`src/hw/rtl/srev_ram.sv`:
```
// srev_ram: generic simple dual-port RAM, one write and one registered read
// port, write-first on an address collision. No dependencies.
`timescale 1ns / 1ps
`default_nettype none

module srev_ram #(
    parameter  int Width = 24,
    parameter  int Depth = 16,
    localparam int AddrW = (Depth > 1) ? $clog2(Depth) : 1
) (
    input  wire logic                  clk,
    input  wire logic                  we,
    input  wire logic [AddrW-1:0]      waddr,
    input  wire logic [Width-1:0]      wdata,
    input  wire logic [AddrW-1:0]      raddr,
    output logic      [Width-1:0]      rdata
);

    logic [Width-1:0] mem [Depth];

    always_ff @(posedge clk)
    begin
        if (we)
        begin
            mem[waddr] <= wdata;
        end
        if (we && (waddr == raddr))
        begin
            rdata <= wdata;
        end
        else
        begin
            rdata <= mem[raddr];
        end
    end

endmodule

`default_nettype wire

```
`config.mk`:
```
export PLATFORM = sky130hd
export DESIGN_NAME = srev_ram
export DESIGN_NICKNAME = d
export VERILOG_FILES = /design/src/hw/rtl/srev_ram.sv
export SDC_FILE = /design/constraint.sdc
export NUM_CORES = 1
export LEC_CHECK = 0
export ABC_AREA = 1
export BUFFER_PORTS_ARGS = -buffer_cell sky130_fd_sc_hd__buf_2
export CAP_MARGIN = 40
export CORE_ASPECT_RATIO = 0.8
export CORE_UTILIZATION = 62
export DETAILED_ROUTE_END_ITERATION = 16
export PLACE_DENSITY = 0.76
export SLEW_MARGIN = 25
export SYNTH_ARGS = -nofsm -noshare
export SYNTH_HDL_FRONTEND = slang
export SYNTH_SLANG_ARGS = --single-unit
```
`constraint.sdc`:
```
create_clock -name clk -period 2.4 [get_ports clk]
set_input_delay 0.12 -clock clk [delete_from_list [all_inputs] [get_ports clk]]
set_output_delay 0.12 -clock clk [all_outputs]
set_load 0.005 [all_outputs]
```
==> results summary <==
Setup violations remaining at the end of the flow were counted as 0. The fraction of power consumed by sequential logic came out at around half. STA classifies the critical path endpoint as an output port.

The number of flip-flops in the largest register is about 380. At the pin with the least slew margin, the transition time is 0.717 ns. The data arrival time of the critical path came out at between 2 and 2.5 ns. Dividing the detail-routed wire length by the instance count gives just under 20 um. For this run, global-route usage on met3 was measured as under 10%.

The portion of synthesized cell area occupied by the leading cell type came out at a little over two thirds. The area share of fa/ha/maj cells after synthesis is 0%. The mean area per synthesized cell came out at approximately 10 um^2. The maximum fanout along the worst path came out at a little under 60.

The first-pass GRT wire length is between 60 and 70 mm. The violation count after the first detailed-route iteration came out at around 1300. The DRC violation count after routing is 0. The final cell area excluding filler cells came out at approximately 0.019 mm^2.

The number of I/O port buffers came out at 57. Clock tree synthesis selected as its root buffer the cell clkbuf_16. The initial antenna violation count is 0. For met1 alone, demand over resource in global routing was 42.4%. By area the synthesized netlist is led by edfxtp_1, nand2_1, nand3_1, inv_1, buf_2. Summed over all instances, the cell type with the most area after synthesis is edfxtp_1. The clock tree from TritonCTS is built.

For this run, the register share of the synthesized area comes to a little over two thirds. The clock sink count is 388. The routability congestion estimate came out at ~0.84.

The data required time of the critical path is approximately 2.3 ns. For this configuration, the core starts out at a cell density of between 60% and 70%. Of the total power, the share spent switching nets is approximately 22%. The worst hold path belongs to the class in2reg.

Counting the buffers created by CTS gives 38. The number of global-route vias before repair is 11000. The share of final-layout standard cells stronger than drive strength 1 is a little over a tenth.

The number of distinct standard cells referenced by the synthesized netlist is 12. The detailed-placement wirelength estimate is 21.9 mm. Counting instances, the worst hold path has a depth of 2. Summed over all cells, the static leakage comes to 8.23 nW. The global routing usage on met2 came out at between 40% and 50%. Before CTS, the worst setup slack after placement is just under 0.5 ns. The antenna diode instance count came out at 0. The total negative slack is 0 ns. Synthesis produced a netlist with a net count of between 1500 and 2000.

The vias per cell is 5.59. The design draws 14.8 mW. Setup repair after global routing left no endpoint under its margin. In the post-route analysis, the smallest setup slack over all paths is roughly 0.14 ns. The count of mapped cells out of synthesis came out at ~1600. The relative area change from synthesis to final layout came out at 15.7%. The most used routing layer in global routing is met2.

Summed over all layers, the routed wires come to 40.8 mm. The post-CTS clock slew at the launch and capture registers of the worst setup and hold paths came out at 0.06 ns. The final-report max-slew violation count is 0. The complex-gate fraction of the synthesized area came out at 0%. The vertical extent of the die is between 100 and 150 um.

By area, the combinational part of the netlist is dominated by simple AND/OR/NAND/NOR gates. Summing all placed instances gives a cell area of between 0.015 and 0.02 mm^2. IR analysis of the VDD net gives a maximum drop of 0.701 mV. The maximum operating frequency came out at between 400 and 500 MHz.

The combinational power share came out at under 10%. The post-synthesis share of cell area spent on and, or, nand and nor gates came out at about 21%. The final-report hold violation count is 0. In this run the tightest slew margin relative to its limit is between 50% and 60%. For this design the total switching power over the nets is roughly 3.3 mW. Internal power comes to around 11 mW. The number of nets still failing antenna checks after routing is 0. Entering global routing, the biggest net connects 97 pins. The final critical path takes up a little over nine tenths of the cycle. The number of optimization iterations in the first detailed-route pass is 5.

In the final layout, the registers with the most flip-flops are mem: 384 flops. The multiplexer fraction of the synthesized cell area came out at 0%. The number of cells in the design after placement came out at 1960. Power spread over the standard cell area amounts to roughly 770 mW/mm^2. In this run, synthesis produced a sequential element count of approximately 390. The xor-xnor portion of the synthesized cell area came out at 0%. In this run the number of H-tree levels came out at 2. The via count of the routed design is ~12000. The startpoint of the tightest hold check path is raddr[1]. The critical path start-end classification is reg2out.

Global routing used between 30% and 40% of the available tracks across all layers. The critical path launch point type is a flop. Across the run, the number of max-cap violations was 0.

The mapped cell area came out at around 0.017 mm^2. The time the final worst path needs with I/O delays and setup came out at ~2.3 ns. The standard-cell row count came out at 53. The largest buffer count on any clock path is 3. The fraction of power consumed by the clock network is around two fifths.

The number of warnings issued by yosys came out at 0. Summed over all layers, the global routing overflow is 0. The top-level I/O count is 58.

The width of the die is around 180 um. The number of nets at the end of the flow came out at about 1700. The total die area came out at 0.0274 mm^2.

The register with the most flip-flops is mem. The floorplan core area came out at between 0.02 and 0.03 mm^2. The flow ran to the end, and the final reports show no timing, DRC or antenna violations. The number of standard cells in the final layout excluding fillers came out at ~2000.
[metrics by stage]
step	hold WS [ns]	utilization, %
5_1_grt	0.236	72.9
3_5_place_dp	0.225	66.7
2_1_floorplan	0.148	-
4_1_cts	0.200	72.6
3_3_place_gp	0.223	66.7
6_report	0.217	72.9
[power groups by stage]
stage	Sequential, mW	Combinational (mW)	Clock [mW]
6_report	7.62	0.996	6.14
5_1_grt	7.63	1.09	6.40
4_1_cts	7.63	0.967	6.17
3_5_place_dp	7.77	0.919	0
3_3_place_gp	7.76	0.896	0
2_1_floorplan	7.76	0.532	0
[cells in the mapped netlist (all sizes together)]
master,count
nand3,289
inv,294
nand3b,2
nor2,17
edfxtp,384
dfxtp,4
buf,66
nand2,509
clkbuf,12
[layout by cell type, fill, tap and decap left out, drive strengths merged]
cell / n
bufinv: 6
clkinvlp: 1
nor2: 17
nand3: 289
nand3b: 2
buf: 107
clkinv: 17
nand2: 509
clkbuf: 44
edfxtp: 384
inv: 296
dfxtp: 4
dlygate4sd3: 28
[layer usage]
layer | vias to the layer above | wire (um)
li1 | 5287 | -
met1 | 5495 | 16200
met2 | 606 | 19100
met3 | 136 | 3850
met4 | 0 | 1610
met5 | - | 0
[critical path: stages (launching register included)]
cell,delay (ns)
dfxtp_4,0.45
buf_12,0.14
buf_12,0.25
nand2_1,0.10
nand2_1,0.08
nand2_1,0.05
nand3_1,0.08
nand3_1,0.14
nand2_1,0.14
buf_2,0.12
[repair_timing]
action                     in CTS  in global routing
hold endpoints to repair      388                  0
buffers inserted                0                  3
hold buffers                   28                  0
setup endpoints to repair      10                 17
cloned                          0                  0
gates resized for setup         2                  7
[worst max path at each step]
stage / start / end / slack [ns] / depth (start not counted)
4_1_cts: flop / rdata[20] / 0.004 / 7
3_3_place_gp: flop / rdata[23] / 0.54 / 9
6_report: flop / rdata[6] / 0.14 / 9
5_1_grt: flop / rdata[6] / 0.03 / 9
2_1_floorplan: waddr[2] / mem[10][0] / 0.63 / 2
3_5_place_dp: flop / rdata[21] / 0.48 / 9
[logic make-up (layout without fill, tap and decap cells)]
| group | count (synthesis) | count (layout) |
|---|---|---|
| buffers and inverters | 372 | 499 |
| and+or+nand+nor | 817 | 817 |
| DFF | 388 | 388 |
[final cells by class]
cell class | instances | area [um^2]
Sequential cell | 388 | 11600
Fill cell | 1792 | 7110
Multi-Input combinational cell | 817 | 3560
Inverter | 294 | 1130
Timing Repair Buffer | 135 | 1120
Clock buffer | 44 | 973
Tap cell | 357 | 447
Clock inverter | 26 | 302
(Power assumes the default switching activity.)
